### src/typed_stream_slot_allocator_top_assert.svh
// Assertion macros for the slot allocator top level.
`ifndef TYPED_STREAM_SLOT_ALLOCATOR_TOP_ASSERT_SVH
`define TYPED_STREAM_SLOT_ALLOCATOR_TOP_ASSERT_SVH

// Same-cycle implication, disabled while in reset.
`define TSSA_ASSERT_NOW(lbl, ante, cons, msg) \
  lbl: assert property (@(posedge clk) disable iff (!rst_n) (ante) |-> (cons)) \
    else $error(msg);

// Next-cycle implication, disabled while in reset.
`define TSSA_ASSERT_NEXT(lbl, ante, cons, msg) \
  lbl: assert property (@(posedge clk) disable iff (!rst_n) (ante) |=> (cons)) \
    else $error(msg);

`endif

### src/tssa_pkg.sv
package tssa_pkg;

  // Slot array geometry
  localparam int MAX_SLOTS    = 30;
  localparam int OWNER_WIDTH  = 8;
  localparam int OWNER_PORT_W = 8;
  localparam int SLOT_W       = 5;
  localparam int RANGE_W      = 6;
  localparam int IRQ_W        = 32;
  localparam int IRQ_GLOBAL_BIT = 31;

  // Configuration register widths and reset values
  localparam int IN_CNT_W    = 4;
  localparam int OUT_CNT_W   = 4;
  localparam int BIDIR_CNT_W = 5;
  localparam int CFG_IDX_W   = 2;
  localparam int CFG_DATA_W  = 5;
  localparam logic [IN_CNT_W-1:0]    IN_CNT_RST    = 4'd4;
  localparam logic [OUT_CNT_W-1:0]   OUT_CNT_RST   = 4'd4;
  localparam logic [BIDIR_CNT_W-1:0] BIDIR_CNT_RST = 5'd0;

  // Register indexes
  localparam logic [CFG_IDX_W-1:0] CFG_IN_COUNT    = 2'd0;
  localparam logic [CFG_IDX_W-1:0] CFG_OUT_COUNT   = 2'd1;
  localparam logic [CFG_IDX_W-1:0] CFG_BIDIR_COUNT = 2'd2;

  // Input function and kind codes
  localparam logic [1:0] FUNC_ALLOC    = 2'd0;
  localparam logic [1:0] FUNC_FREE     = 2'd1;
  localparam logic [1:0] FUNC_DISPATCH = 2'd2;
  localparam logic [1:0] KIND_INPUT    = 2'd0;
  localparam logic [1:0] KIND_OUTPUT   = 2'd1;
  localparam logic [1:0] KIND_BIDIR    = 2'd2;

  // Queue sizes
  localparam int CMDQ_DEPTH = 2;
  localparam int CMDQ_PW    = (CMDQ_DEPTH > 1) ? $clog2(CMDQ_DEPTH) : 1;
  localparam int CMDQ_CW    = $clog2(CMDQ_DEPTH + 1);
  localparam int RESQ_DEPTH = 2;
  localparam int RESQ_PW    = (RESQ_DEPTH > 1) ? $clog2(RESQ_DEPTH) : 1;
  localparam int RESQ_CW    = $clog2(RESQ_DEPTH + 1);

  typedef enum logic [1:0] {
    OP_ALLOC,
    OP_FREE,
    OP_DISPATCH
  } op_t;

  typedef enum logic [1:0] {
    ST_OK,
    ST_NO_FREE,
    ST_NOT_ALLOC,
    ST_RANGE
  } status_t;

  // Classified command handed from front to back
  typedef struct packed {
    op_t                    op;
    logic [OWNER_WIDTH-1:0] owner;
    logic [SLOT_W-1:0]      slot;
    logic [MAX_SLOTS-1:0]   bits;   // candidate range for allocate, stream bits for dispatch
  } cmd_t;

  typedef struct packed {
    status_t                 status;
    logic [SLOT_W-1:0]       slot_index;
    logic [OWNER_PORT_W-1:0] slot_owner;
    logic                    last;
  } res_t;

  // Index of lowest set bit (0 when none set)
  function automatic logic [SLOT_W-1:0] find_first(input logic [MAX_SLOTS-1:0] v);
    logic [SLOT_W-1:0] idx;
    idx = '0;
    for (int i = MAX_SLOTS - 1; i >= 0; i--) begin
      if (v[i]) idx = SLOT_W'(i);
    end
    return idx;
  endfunction

endpackage

### src/tssa_front.sv
module tssa_front
  import tssa_pkg::*;
(
  input  logic                   clk,
  input  logic                   rst_n,
  // config write channel
  input  logic                   cfg_valid,
  output logic                   cfg_ready,
  input  logic [CFG_IDX_W-1:0]   cfg_index,
  input  logic [CFG_DATA_W-1:0]  cfg_data,
  // input item
  input  logic                   in_push,
  input  logic [1:0]             in_func,
  input  logic [1:0]             in_stream_kind,
  input  logic [7:0]             in_owner_tag,
  input  logic [SLOT_W-1:0]      in_slot_number,
  input  logic [IRQ_W-1:0]       in_irq_status,
  // to command queue
  output logic                   cmd_push,
  output cmd_t                   cmd_data,
  input  logic                   cmd_full
);

  logic [IN_CNT_W-1:0]    in_cnt_r;
  logic [OUT_CNT_W-1:0]   out_cnt_r;
  logic [BIDIR_CNT_W-1:0] bidir_cnt_r;
  logic [RANGE_W-1:0]     lo;
  logic [RANGE_W-1:0]     hi;
  logic [RANGE_W-1:0]     io_end;
  logic [MAX_SLOTS-1:0]   range_mask;
  logic [MAX_SLOTS-1:0]   stream_bits;
  logic                   keep;

  assign cfg_ready = 1'b1;

  // Config registers
  always_ff @(posedge clk) begin
    if (!rst_n) begin
      in_cnt_r    <= IN_CNT_RST;
      out_cnt_r   <= OUT_CNT_RST;
      bidir_cnt_r <= BIDIR_CNT_RST;
    end else if (cfg_valid) begin
      unique case (cfg_index)
        CFG_IN_COUNT:    in_cnt_r    <= cfg_data[IN_CNT_W-1:0];
        CFG_OUT_COUNT:   out_cnt_r   <= cfg_data[OUT_CNT_W-1:0];
        CFG_BIDIR_COUNT: bidir_cnt_r <= cfg_data[BIDIR_CNT_W-1:0];
        default: ;
      endcase
    end
  end

  // Slot range of the requested kind
  assign io_end = RANGE_W'(in_cnt_r) + RANGE_W'(out_cnt_r);

  always_comb begin
    unique case (in_stream_kind)
      KIND_INPUT: begin
        lo = '0;
        hi = RANGE_W'(in_cnt_r);
      end
      KIND_OUTPUT: begin
        lo = RANGE_W'(in_cnt_r);
        hi = io_end;
      end
      KIND_BIDIR: begin
        lo = io_end;
        hi = io_end + RANGE_W'(bidir_cnt_r);
      end
      default: begin
        lo = '0;
        hi = '0;
      end
    endcase
  end

  always_comb begin
    for (int i = 0; i < MAX_SLOTS; i++) begin
      range_mask[i] = (RANGE_W'(i) >= lo) && (RANGE_W'(i) < hi);
    end
  end

  assign stream_bits = in_irq_status[MAX_SLOTS-1:0];

  // Classify; items that give no result are dropped here
  always_comb begin
    cmd_data.owner = in_owner_tag[OWNER_WIDTH-1:0];
    cmd_data.slot  = in_slot_number;
    cmd_data.op    = OP_ALLOC;
    cmd_data.bits  = range_mask;
    keep           = 1'b0;
    unique case (in_func)
      FUNC_ALLOC: begin
        keep = 1'b1;
      end
      FUNC_FREE: begin
        cmd_data.op = OP_FREE;
        keep        = 1'b1;
      end
      FUNC_DISPATCH: begin
        cmd_data.op   = OP_DISPATCH;
        cmd_data.bits = stream_bits;
        keep          = in_irq_status[IRQ_GLOBAL_BIT] && (|stream_bits);
      end
      default: keep = 1'b0;
    endcase
  end

  assign cmd_push = in_push && !cmd_full && keep;

endmodule

### src/tssa_cmd_q.sv
module tssa_cmd_q
  import tssa_pkg::*;
(
  input  logic clk,
  input  logic rst_n,
  input  logic push,
  input  cmd_t din,
  output logic full,
  input  logic pop,
  output cmd_t dout,
  output logic empty
);

  cmd_t               mem_r [CMDQ_DEPTH];
  logic [CMDQ_PW-1:0] wr_ptr_r;
  logic [CMDQ_PW-1:0] wr_ptr_nxt;
  logic [CMDQ_PW-1:0] rd_ptr_r;
  logic [CMDQ_PW-1:0] rd_ptr_nxt;
  logic [CMDQ_CW-1:0] cnt_r;
  logic [CMDQ_CW-1:0] cnt_nxt;
  logic               do_push;
  logic               do_pop;

  assign full    = (cnt_r == CMDQ_CW'(CMDQ_DEPTH));
  assign empty   = (cnt_r == '0);
  assign do_push = push && !full;
  assign do_pop  = pop && !empty;
  assign dout    = mem_r[rd_ptr_r];

  // Pointer and count update
  always_comb begin
    wr_ptr_nxt = wr_ptr_r;
    rd_ptr_nxt = rd_ptr_r;
    cnt_nxt    = cnt_r;
    if (do_push) begin
      wr_ptr_nxt = (wr_ptr_r == CMDQ_PW'(CMDQ_DEPTH - 1)) ? '0 : wr_ptr_r + 1'b1;
    end
    if (do_pop) begin
      rd_ptr_nxt = (rd_ptr_r == CMDQ_PW'(CMDQ_DEPTH - 1)) ? '0 : rd_ptr_r + 1'b1;
    end
    if (do_push && !do_pop) cnt_nxt = cnt_r + 1'b1;
    else if (do_pop && !do_push) cnt_nxt = cnt_r - 1'b1;
  end

  always_ff @(posedge clk) begin
    if (!rst_n) begin
      wr_ptr_r <= '0;
      rd_ptr_r <= '0;
      cnt_r    <= '0;
    end else begin
      wr_ptr_r <= wr_ptr_nxt;
      rd_ptr_r <= rd_ptr_nxt;
      cnt_r    <= cnt_nxt;
    end
  end

  // Storage
  always_ff @(posedge clk) begin
    if (do_push) mem_r[wr_ptr_r] <= din;
  end

endmodule

### src/tssa_back.sv
module tssa_back
  import tssa_pkg::*;
(
  input  logic clk,
  input  logic rst_n,
  // from command queue
  input  cmd_t cmd_head,
  input  logic cmd_empty,
  output logic cmd_pop,
  // to result queue
  output logic res_push,
  output res_t res_data,
  input  logic res_full
);

  logic [MAX_SLOTS-1:0]   in_use_r;
  logic [MAX_SLOTS-1:0]   in_use_nxt;
  logic [OWNER_WIDTH-1:0] owner_mem_r [MAX_SLOTS];
  logic                   act_r;
  logic                   act_nxt;
  logic [MAX_SLOTS-1:0]   rem_r;
  logic [MAX_SLOTS-1:0]   rem_nxt;

  logic                   go;
  logic [MAX_SLOTS-1:0]   alloc_cand;
  logic                   alloc_hit;
  logic [SLOT_W-1:0]      alloc_idx;
  logic                   alloc_wr;
  logic                   free_in_range;
  logic                   free_used;
  logic [MAX_SLOTS-1:0]   disp_bits;
  logic [SLOT_W-1:0]      disp_idx;
  logic [MAX_SLOTS-1:0]   disp_rem;
  logic                   disp_last;
  logic [SLOT_W-1:0]      rd_idx;
  logic [OWNER_WIDTH-1:0] rd_owner;

  assign go = !cmd_empty && !res_full;

  // Allocate: lowest free slot in the kind's range
  assign alloc_cand = cmd_head.bits & ~in_use_r;
  assign alloc_hit  = |alloc_cand;
  assign alloc_idx  = find_first(alloc_cand);

  // Free: range and in-use check
  assign free_in_range = (cmd_head.slot < SLOT_W'(MAX_SLOTS));
  assign free_used     = free_in_range && in_use_r[cmd_head.slot];

  // Dispatch: one set stream bit per cycle while the result queue has room
  assign disp_bits = act_r ? rem_r : cmd_head.bits;
  assign disp_idx  = find_first(disp_bits);
  assign disp_rem  = disp_bits & ~(MAX_SLOTS'(1) << disp_idx);
  assign disp_last = (disp_rem == '0);

  // Single owner read port
  assign rd_idx   = (cmd_head.op == OP_DISPATCH) ? disp_idx : cmd_head.slot;
  assign rd_owner = owner_mem_r[rd_idx];

  // Execute head command
  always_comb begin
    cmd_pop    = 1'b0;
    res_push   = 1'b0;
    alloc_wr   = 1'b0;
    in_use_nxt = in_use_r;
    act_nxt    = act_r;
    rem_nxt    = rem_r;
    res_data   = '{status: ST_OK, slot_index: '0, slot_owner: '0, last: 1'b1};
    if (go) begin
      unique case (cmd_head.op)
        OP_ALLOC: begin
          cmd_pop  = 1'b1;
          res_push = 1'b1;
          if (alloc_hit) begin
            alloc_wr              = 1'b1;
            in_use_nxt[alloc_idx] = 1'b1;
            res_data.slot_index   = alloc_idx;
            res_data.slot_owner   = OWNER_PORT_W'(cmd_head.owner);
          end else begin
            res_data.status = ST_NO_FREE;
          end
        end
        OP_FREE: begin
          cmd_pop  = 1'b1;
          res_push = 1'b1;
          if (!free_in_range) begin
            res_data.status = ST_RANGE;
          end else if (!free_used) begin
            res_data.status     = ST_NOT_ALLOC;
            res_data.slot_index = cmd_head.slot;
          end else begin
            in_use_nxt[cmd_head.slot] = 1'b0;
            res_data.slot_index       = cmd_head.slot;
            res_data.slot_owner       = OWNER_PORT_W'(rd_owner);
          end
        end
        OP_DISPATCH: begin
          res_push            = 1'b1;
          res_data.slot_index = disp_idx;
          res_data.last       = disp_last;
          if (in_use_r[disp_idx]) begin
            res_data.slot_owner = OWNER_PORT_W'(rd_owner);
          end else begin
            res_data.status = ST_NOT_ALLOC;
          end
          if (disp_last) begin
            cmd_pop = 1'b1;
            act_nxt = 1'b0;
          end else begin
            act_nxt = 1'b1;
            rem_nxt = disp_rem;
          end
        end
        default: cmd_pop = 1'b1;
      endcase
    end
  end

  always_ff @(posedge clk) begin
    if (!rst_n) begin
      in_use_r <= '0;
      act_r    <= 1'b0;
    end else begin
      in_use_r <= in_use_nxt;
      act_r    <= act_nxt;
    end
  end

  // Remaining dispatch bits and owner store
  always_ff @(posedge clk) begin
    rem_r <= rem_nxt;
    if (alloc_wr) owner_mem_r[alloc_idx] <= cmd_head.owner;
  end

endmodule

### src/tssa_res_q.sv
module tssa_res_q
  import tssa_pkg::*;
(
  input  logic clk,
  input  logic rst_n,
  input  logic push,
  input  res_t din,
  output logic full,
  input  logic pop,
  output res_t dout,
  output logic empty
);

  res_t               mem_r [RESQ_DEPTH];
  logic [RESQ_PW-1:0] wr_ptr_r;
  logic [RESQ_PW-1:0] wr_ptr_nxt;
  logic [RESQ_PW-1:0] rd_ptr_r;
  logic [RESQ_PW-1:0] rd_ptr_nxt;
  logic [RESQ_CW-1:0] cnt_r;
  logic [RESQ_CW-1:0] cnt_nxt;
  logic               do_push;
  logic               do_pop;

  assign full    = (cnt_r == RESQ_CW'(RESQ_DEPTH));
  assign empty   = (cnt_r == '0);
  assign do_push = push && !full;
  assign do_pop  = pop && !empty;
  assign dout    = mem_r[rd_ptr_r];

  // Pointer and count update
  always_comb begin
    wr_ptr_nxt = wr_ptr_r;
    rd_ptr_nxt = rd_ptr_r;
    cnt_nxt    = cnt_r;
    if (do_push) begin
      wr_ptr_nxt = (wr_ptr_r == RESQ_PW'(RESQ_DEPTH - 1)) ? '0 : wr_ptr_r + 1'b1;
    end
    if (do_pop) begin
      rd_ptr_nxt = (rd_ptr_r == RESQ_PW'(RESQ_DEPTH - 1)) ? '0 : rd_ptr_r + 1'b1;
    end
    if (do_push && !do_pop) cnt_nxt = cnt_r + 1'b1;
    else if (do_pop && !do_push) cnt_nxt = cnt_r - 1'b1;
  end

  always_ff @(posedge clk) begin
    if (!rst_n) begin
      wr_ptr_r <= '0;
      rd_ptr_r <= '0;
      cnt_r    <= '0;
    end else begin
      wr_ptr_r <= wr_ptr_nxt;
      rd_ptr_r <= rd_ptr_nxt;
      cnt_r    <= cnt_nxt;
    end
  end

  // Storage
  always_ff @(posedge clk) begin
    if (do_push) mem_r[wr_ptr_r] <= din;
  end

endmodule

### src/typed_stream_slot_allocator_top.sv
// A result reaches the out_ ports after its item is written into the command queue,
// executed by the back end and written into the result queue; the back end stalls
// while the result queue is full. Allocate and free are single steps; dispatch gives
// one result per set stream bit, lowest first, from the single lowest-bit search.
// Reset (rst_n low, synchronous): both queues empty, all slots free, slot counts 4/4/0.
// The owner store is not cleared; there is no clearing pass.
`include "typed_stream_slot_allocator_top_assert.svh"

module typed_stream_slot_allocator_top
  import tssa_pkg::*;
(
  input  logic                    clk,
  input  logic                    rst_n,
  // configuration
  input  logic                    cfg_valid,
  output logic                    cfg_ready,
  input  logic [CFG_IDX_W-1:0]    cfg_index,
  input  logic [CFG_DATA_W-1:0]   cfg_data,
  // input items
  input  logic                    in_push,
  output logic                    in_full,
  input  logic [1:0]              in_func,
  input  logic [1:0]              in_stream_kind,
  input  logic [7:0]              in_owner_tag,
  input  logic [SLOT_W-1:0]       in_slot_number,
  input  logic [IRQ_W-1:0]        in_irq_status,
  // results
  output logic                    out_empty,
  input  logic                    out_pop,
  output logic [1:0]              out_status,
  output logic [SLOT_W-1:0]       out_slot_index,
  output logic [OWNER_PORT_W-1:0] out_slot_owner,
  output logic                    out_last
);

  cmd_t cmd_in;
  cmd_t cmd_head;
  logic cmd_push;
  logic cmd_full;
  logic cmd_pop;
  logic cmd_empty;
  res_t res_in;
  res_t res_head;
  logic res_push;
  logic res_full;
  logic out_idx_ok;
  logic out_mid_ok;

  assign in_full = cmd_full;

  // Front: config and classification
  tssa_front u_front (
    .clk            (clk),
    .rst_n          (rst_n),
    .cfg_valid      (cfg_valid),
    .cfg_ready      (cfg_ready),
    .cfg_index      (cfg_index),
    .cfg_data       (cfg_data),
    .in_push        (in_push),
    .in_func        (in_func),
    .in_stream_kind (in_stream_kind),
    .in_owner_tag   (in_owner_tag),
    .in_slot_number (in_slot_number),
    .in_irq_status  (in_irq_status),
    .cmd_push       (cmd_push),
    .cmd_data       (cmd_in),
    .cmd_full       (cmd_full)
  );

  // Command queue between front and back
  tssa_cmd_q u_cmd_q (
    .clk   (clk),
    .rst_n (rst_n),
    .push  (cmd_push),
    .din   (cmd_in),
    .full  (cmd_full),
    .pop   (cmd_pop),
    .dout  (cmd_head),
    .empty (cmd_empty)
  );

  // Back: slot state and execution
  tssa_back u_back (
    .clk       (clk),
    .rst_n     (rst_n),
    .cmd_head  (cmd_head),
    .cmd_empty (cmd_empty),
    .cmd_pop   (cmd_pop),
    .res_push  (res_push),
    .res_data  (res_in),
    .res_full  (res_full)
  );

  // Result queue
  tssa_res_q u_res_q (
    .clk   (clk),
    .rst_n (rst_n),
    .push  (res_push),
    .din   (res_in),
    .full  (res_full),
    .pop   (out_pop),
    .dout  (res_head),
    .empty (out_empty)
  );

  assign out_status     = res_head.status;
  assign out_slot_index = res_head.slot_index;
  assign out_slot_owner = res_head.slot_owner;
  assign out_last       = res_head.last;

  // Terms for the checks
  assign out_idx_ok = (out_slot_index < SLOT_W'(MAX_SLOTS));
  assign out_mid_ok = (out_status == ST_OK) || (out_status == ST_NOT_ALLOC);

  // Checks
  `TSSA_ASSERT_NOW(a_res_push_room, res_push, !res_full, "result pushed into full queue")
  `TSSA_ASSERT_NOW(a_cmd_pop_valid, cmd_pop, !cmd_empty, "command popped from empty queue")
  `TSSA_ASSERT_NOW(a_slot_in_range, !out_empty, out_idx_ok, "slot index out of range")
  `TSSA_ASSERT_NOW(a_mid_is_dispatch, !out_empty && !out_last, out_mid_ok, "non-last result with bad status")

endmodule
### config.mk
export PLATFORM = sky130hd
export DESIGN_NAME = typed_stream_slot_allocator_top
export DESIGN_NICKNAME = d
export VERILOG_FILES = /design/src/tssa_pkg.sv /design/src/tssa_front.sv /design/src/tssa_cmd_q.sv /design/src/tssa_back.sv /design/src/tssa_res_q.sv /design/src/typed_stream_slot_allocator_top.sv
export VERILOG_INCLUDE_DIRS = /design/src /design/src/src
export SDC_FILE = /design/constraint.sdc
export NUM_CORES = 1
export LEC_CHECK = 0
export BUFFER_PORTS_ARGS = -buffer_cell sky130_fd_sc_hd__buf_4
export CORE_MARGIN = 2
export CORE_UTILIZATION = 56
export CTS_CLUSTER_SIZE = 25
export DETAILED_ROUTE_END_ITERATION = 7
export HOLD_SLACK_MARGIN = 0.08
export PLACE_DENSITY = 0.72
export SYNTH_ARGS = -nofsm -noshare
export SYNTH_HDL_FRONTEND = slang
export SYNTH_SLANG_ARGS = --single-unit
### constraint.sdc
create_clock -name clk -period 5.95 [get_ports clk]
set_input_delay 0.595 -clock clk [delete_from_list [all_inputs] [get_ports clk]]
set_output_delay 0.595 -clock clk [all_outputs]
set_load 0.03 [all_outputs]
# Word level (Yosys, flattened, before mapping)
# Memory sizes are Yosys's and may differ from the RTL's. A register that Yosys moved wholly into a read port is not among the register bits.
# Cells that the tools add are included.
[totals]
out_inout_bits = 19
input_bits = 61
reg_bits = 82
elab_cells = 303
memories = 3
ram_bits = 362
[memory_table]
columns = ["memory", "words", "width", "rd", "rd_clocked_by_memory_dff", "wr", "line", "text"]
rows = [
  ["u_back.owner_mem_r", 30, 8, 1, 0, 1, "tssa_back.sv:18", "logic [OWNER_WIDTH-1:0] owner_mem_r [MAX_SLOTS];"],
  ["u_cmd_q.mem_r", 2, 45, 1, 1, 1, "tssa_cmd_q.sv:14", "cmd_t mem_r [CMDQ_DEPTH];"],
  ["u_res_q.mem_r", 2, 16, 1, 1, 1, "tssa_res_q.sv:14", "res_t mem_r [RESQ_DEPTH];"],
]
[classes]
n_bitwise = 8
n_eq_ne = 13
shifts = 1
reduce_logical = 73
mux = 117
addsub = 10
order_cmp = 66
[ops]
columns = ["operator", "count"]
rows = [
  ["$mux 5", 61],
  ["$mux 30", 5],
  ["$and 30x30->30", 3],
  ["$not 30->30", 3],
  ["$ge 5x6->1 const A", 14],
  ["$lt 5x6->1 const A", 14],
  ["$pmux 30 s2", 1],
  ["$reduce_or 30->1", 2],
  ["$ge 4x6->1 const A", 8],
  ["$lt 4x6->1 const A", 8],
  ["$logic_and 1x1->1", 45],
  ["$pmux 15 s3", 1],
  ["$logic_not 30->1", 1],
  ["$or 30x30->30", 1],
  ["$shl 1x5->30 const A", 1],
  ["$mux 1", 29],
  ["$mux 13", 2],
  ["$ge 3x6->1 const A", 4],
  ["$lt 3x6->1 const A", 4],
  ["$lt 5x6->1 const B", 3],
  ["$pmux 6 s3", 1],
  ["$mux 16", 1],
  ["$mux 8", 2],
  ["$mux 2", 7],
  ["28 further kinds", 67],
]

# Depth between registers and ports, before layout
[logic_depth]
depth_word = 42
mapped_depth = 21
depth_no_buf = 16

# By module
# A second synthesis with hierarchy kept.
[unflattened]
hier_cells = 1848
hier_area_um2 = 22074.9
[by_module_without_submodules]
columns = ["module", "n_inst", "area_each_um2", "cells_each", "seq_area_each_um2"]
rows = [
  ["tssa_back", 1, 15064.4, 1334, 8728.4],
  ["tssa_cmd_q", 1, 3478.3, 165, 2802.7],
  ["tssa_front", 1, 2144.6, 274, 260.2],
  ["tssa_res_q", 1, 1387.6, 75, 1061.0],
]

# Worst setup path after synthesis
# Ideal clock, no wire load.
[synth_path]
path_kind = "reg2reg"
startpoint = "register u_back.act_r"
endpoint = "register u_back.rem_r[0] (enable)"
path_stages_with_launch = 16
setup_time_ps = 455
arrival_ps = 5092
synth_period_minus_slack_ps = 5546
t_required_ps = 5495
path_buffers = 4
path_slack_ps = 404
cell_sequence = "dfxtp_1 -> buf_2 -> buf_4 -> buf_4 -> mux2i_1 -> o21ai_1 -> a21bo_2 -> a211oi_2 -> a211oi_4 -> o21a_1 -> buf_4 -> a32o_1 -> o211ai_1 -> nor4_4 -> and3_1 -> nor3_1"
[synth_via]
elab_chain_cells = 37
[synth_rtl]
columns = ["element", "line", "text"]
rows = [
  ["start, declared", "tssa_back.sv:19", "logic act_r;"],
  ["start signal, assigned", "tssa_back.sv:124", "act_r <= act_nxt;"],
  ["$mux 30 *", "tssa_back.sv:50", "assign disp_bits = act_r ? rem_r : cmd_head.bits;"],
  ["$mux 5 (30 in a row)", "tssa_pkg.sv:76", "if (v[i]) idx = SLOT_W'(i);"],
  ["$shl 1x5->30", "tssa_back.sv:52", "assign disp_rem = disp_bits & ~(MAX_SLOTS'(1) << disp_idx);"],
  ["$not 30->30", "tssa_back.sv:52", ""],
  ["$and 30x30->30 *", "tssa_back.sv:52", ""],
  ["$logic_not 30->1 *", "tssa_back.sv:53", "assign disp_last = (disp_rem == '0);"],
  ["$not 1->1 (no line) *", "--", ""],
  ["$reduce_and 3->1 (no line) *", "--", ""],
  ["end signal, assigned", "tssa_back.sv:130", "rem_r <= rem_nxt;"],
  ["end, declared", "tssa_back.sv:21", "logic [MAX_SLOTS-1:0] rem_r;"],
]
# Every way passes the cells marked *; elsewhere a longest branch is shown, timed or not.
# A chain may end at the register's enable or synchronous reset.

==> summary.txt <==
Run
  • Max-cap violations: 0

Power and ir drop
  • Gate power share: 0.350
  • Part of the power in registers: 0.370
  • Switching Share: 0.353
  • Maximum vdd drop: around 330 µV
  • Internal Dissipation: 0.00685 W
  • Leakage: roughly 8.6 nW
  • Pwr Density: ~440 nW/µm²
  • Clock power frac: 0.281
  • Switching pwr: 0.00374 W

CTS
  • Clock slew at reported path FFs: ~0.06 ns
  • TritonCTS clock tree: yes
  • Setup Fix Bufs, Post-CTS: 0
  • Clock Root Buffer: clkbuf_16
  • CTS sink count: around 450
  • Clk buf depth: 3
  • Clk_lat worst skew: 0.59 ns
  • Post-CTS Hold Fix Bufs: 0
  • TritonCTS Buffers: 46
  • H-tree levels: 2
  • Post-CTS sizing: 0

Yosys
  • FF+latch count, synth: 446
  • Synth warn: 0
  • Mapped Cells: about 1800
  • Seq/Total Area, Yosys: 0.600
  • Number of synthesized flops with an enable pin: 392
  • Area leader, netlist: edfxtp_1
  • Syn nets: 1861
  • Main synth FF type: edfxtp_1
  • Top cell type's share of synthesized area: 0.550
  • Yosys cell types: between 80 and 90
  • Mapped cell area: 21400 µm²
  • Top cells by area, synth: edfxtp_1 55%, mux2_2 5.4%, dfxtp_1 5.0%, nand2_1 4.0%, mux2i_1 2.2%
  • Post-synth ARST share: 0
  • Syn avg cell area: 12.0 µm²

Route
  • Post-DRT Antenna Nets: 0
  • Drt first pass iters: 6
  • Vias/cell: 6.35
  • DRT iter0 DRCs: 1470
  • Routed vias: 15500
  • WL per Instance: 24.2 µm
  • DRC: 0
  • Total Wirelength: 58900 µm

STA
  • Unrepaired setup endpoints after global routing: false
  • Fmax: 179 MHz
  • Tcrit/Tclk final: 0.941
  • Final Hold Vio Count: 0
  • Min cycle time layout: about 5.6 ns
  • Skew final: 0.0214 ns
  • Final setup fails: 0
  • Max_slew headroom: 0.264
  • Actual slew at the worst max-slew pin: 1.10 ns
  • Hold slack: 0.197 ns
  • Final setup TNS: 0 ns
  • Max-slew violations: 0

Global route
  • Global router's overall resource usage: 0.298
  • Global-route wire length before repair: ~89000 µm
  • Pin count of the biggest net entering global routing: 91
  • Overflow after GRT: 0
  • Initial antenna violation count: 0
  • Number of global-route vias before repair: about 15000

Critical path
  • Worst-path fanout max: 21
  • CP Capture Type: register
  • Critical path required time: roughly 6.5 ns
  • CP arrival: around 6.1 ns
  • Critical path type: reg -> reg
  • CP Launch Type: register

Floorplanning
  • Io pins: 80
  • Die W: 200 µm
  • FP Rows: 71
  • Die height: ~200 µm
  • Starting density of the core: 0.569
  • Core region area: roughly 38000 µm²
  • Total die area: ~40000 µm²

Status
  • Run status: completed

Cells and area
  • Fin area: 24300 µm²
  • # diodes: 0
  • NumNets Final: 1962
  • Highest-count cells in the layout ignoring fill and taps: 392 x edfxtp_1, 231 x nand2_1, 138 x buf_4, 103 x mux2_2, 96 x nor2_1
  • Share of cells above drive strength 1: 0.195
  • Synth-to-Final Area Change: 13.6%
  • Most common cell after layout, fill and taps aside: edfxtp_1

Hold path
  • HP Class: in -> reg

Place
  • Placed Area: 22800 µm²
  • DP HPWL: ~41000 µm
  • # port buffers: 77
  • GPL Wtd Cong: 0.965
==> per-layer routing <==
layer  global-route usage  wire length [µm]  vias to the layer above
met5                    0                 0                        -
met1                0.378             23200                     7537
met4                0.151              2980                        0
met2                0.506             28800                      716
li1                     -                 -                     7043
met3               0.0358              3870                      156
==> state kept, by name (all words and copies together), names as in the netlist, 2 cells and up, named ones only <==
| signal | count |
|---|---|
| u_back.in_use_r | 30 |
| u_cmd_q.cnt_r | 2 |
| u_front.out_cnt_r | 4 |
| u_res_q.cnt_r | 2 |
| u_back.owner_mem_r | 240 |
| u_cmd_q.mem_r | 90 |
| u_back.rem_r | 30 |
| u_res_q.mem_r | 32 |
| u_front.bidir_cnt_r | 5 |
| u_front.in_cnt_r | 4 |
==> synthesized netlist by cell type (all sizes together), types with 8 or more instances <==
cell	count
a211o	9
a211oi	23
a21o	27
a21oi	79
a221oi	19
a22o	27
a22oi	24
a31o	13
a31oi	40
and2	25
and3	12
buf	38
clkbuf	49
dfxtp	54
edfxtp	392
ha	15
inv	57
mux2	112
mux2i	53
nand2	231
nand2b	16
nand3	26
nand4	14
nor2	98
nor2b	26
nor3	16
nor3b	8
nor4	16
o211ai	17
o21ai	91
o22ai	20
o31ai	23
or3	9
==> power by group through the flow <==
stage / Clock, W / Combinational (W) / Sequential [W]
floorplan: 0 / 0.00243 / 0.00392
global placement: 0 / 0.00358 / 0.00397
detailed placement: 0 / 0.00363 / 0.00398
CTS: 0.00300 / 0.00366 / 0.00392
global route: 0.00311 / 0.00393 / 0.00394
finish: 0.00297 / 0.00371 / 0.00392
==> stage by stage <==
| step | cells | util | power [W] | worst slack [ns] |
|---|---|---|---|---|
| floorplan | 1783 | - | 0.00635 | 0.404 |
| global placement | 2347 | 0.605 | 0.00755 | 0.488 |
| detailed placement | 2347 | 0.605 | 0.00762 | 0.457 |
| CTS | 2432 | 0.646 | 0.0106 | 0.437 |
| global route | 2432 | 0.646 | 0.0110 | 0.0972 |
| finish | 2432 | 0.646 | 0.0106 | 0.349 |
==> worst max-delay path: stages (launching register included) <==
cell	delay, ns
dfxtp_2	0.71
buf_4	0.34
mux2i_1	0.39
mux2_2	0.32
nand4_1	0.13
o221ai_1	0.33
a22o_1	0.43
nand2b_1	0.19
o21a_1	0.27
a21oi_1	0.18
or4_4	0.57
nor4_4	0.36
and3_1	0.32
o21bai_1	0.09
ha_1	0.36
or3_1	0.38
a21oi_1	0.13
==> cell families (layout without fill, tap and decap cells) <==
kind of cell | count (synthesis) | count (layout) | synth area share
muxes | 165 | 165 | 0.0857
buffers and inverters | 144 | 282 | 0.0289
and+or+nand+nor | 524 | 524 | 0.117
xor gates and xnor gates | 12 | 12 | 0.00491
other | 2 | 2 | 0.000351
DFF | 446 | 446 | 0.600
AOI/OAI and AO/OA | 473 | 473 | 0.153
adders and majority gates | 17 | 17 | 0.0106
==> final timing paths <==
path,start,endpoint,slack [ns],cells after the start
max,register,u_cmd_q.cnt_r[1]$_SDFFE_PN0P_,0.35,16
min,in_owner_tag[3],u_cmd_q.mem_r[0][38]$_DFFE_PP_,0.20,1
max reg2reg,register,u_cmd_q.cnt_r[1]$_SDFFE_PN0P_,0.35,16
min reg2reg,u_res_q.rd_ptr_r$_SDFFE_PN0P_,register,0.50,2
==> layout make-up <==
class	instances	area, µm²
inverter	57	214
clock inverter	33	362
sequential	446	12900
tap	511	639
timing repair buffer	140	1080
multi-input combinational	1193	7990
clock buffer	52	1190
fill	2942	13300
No activity file was read; power rests on OpenSTA's default activity.
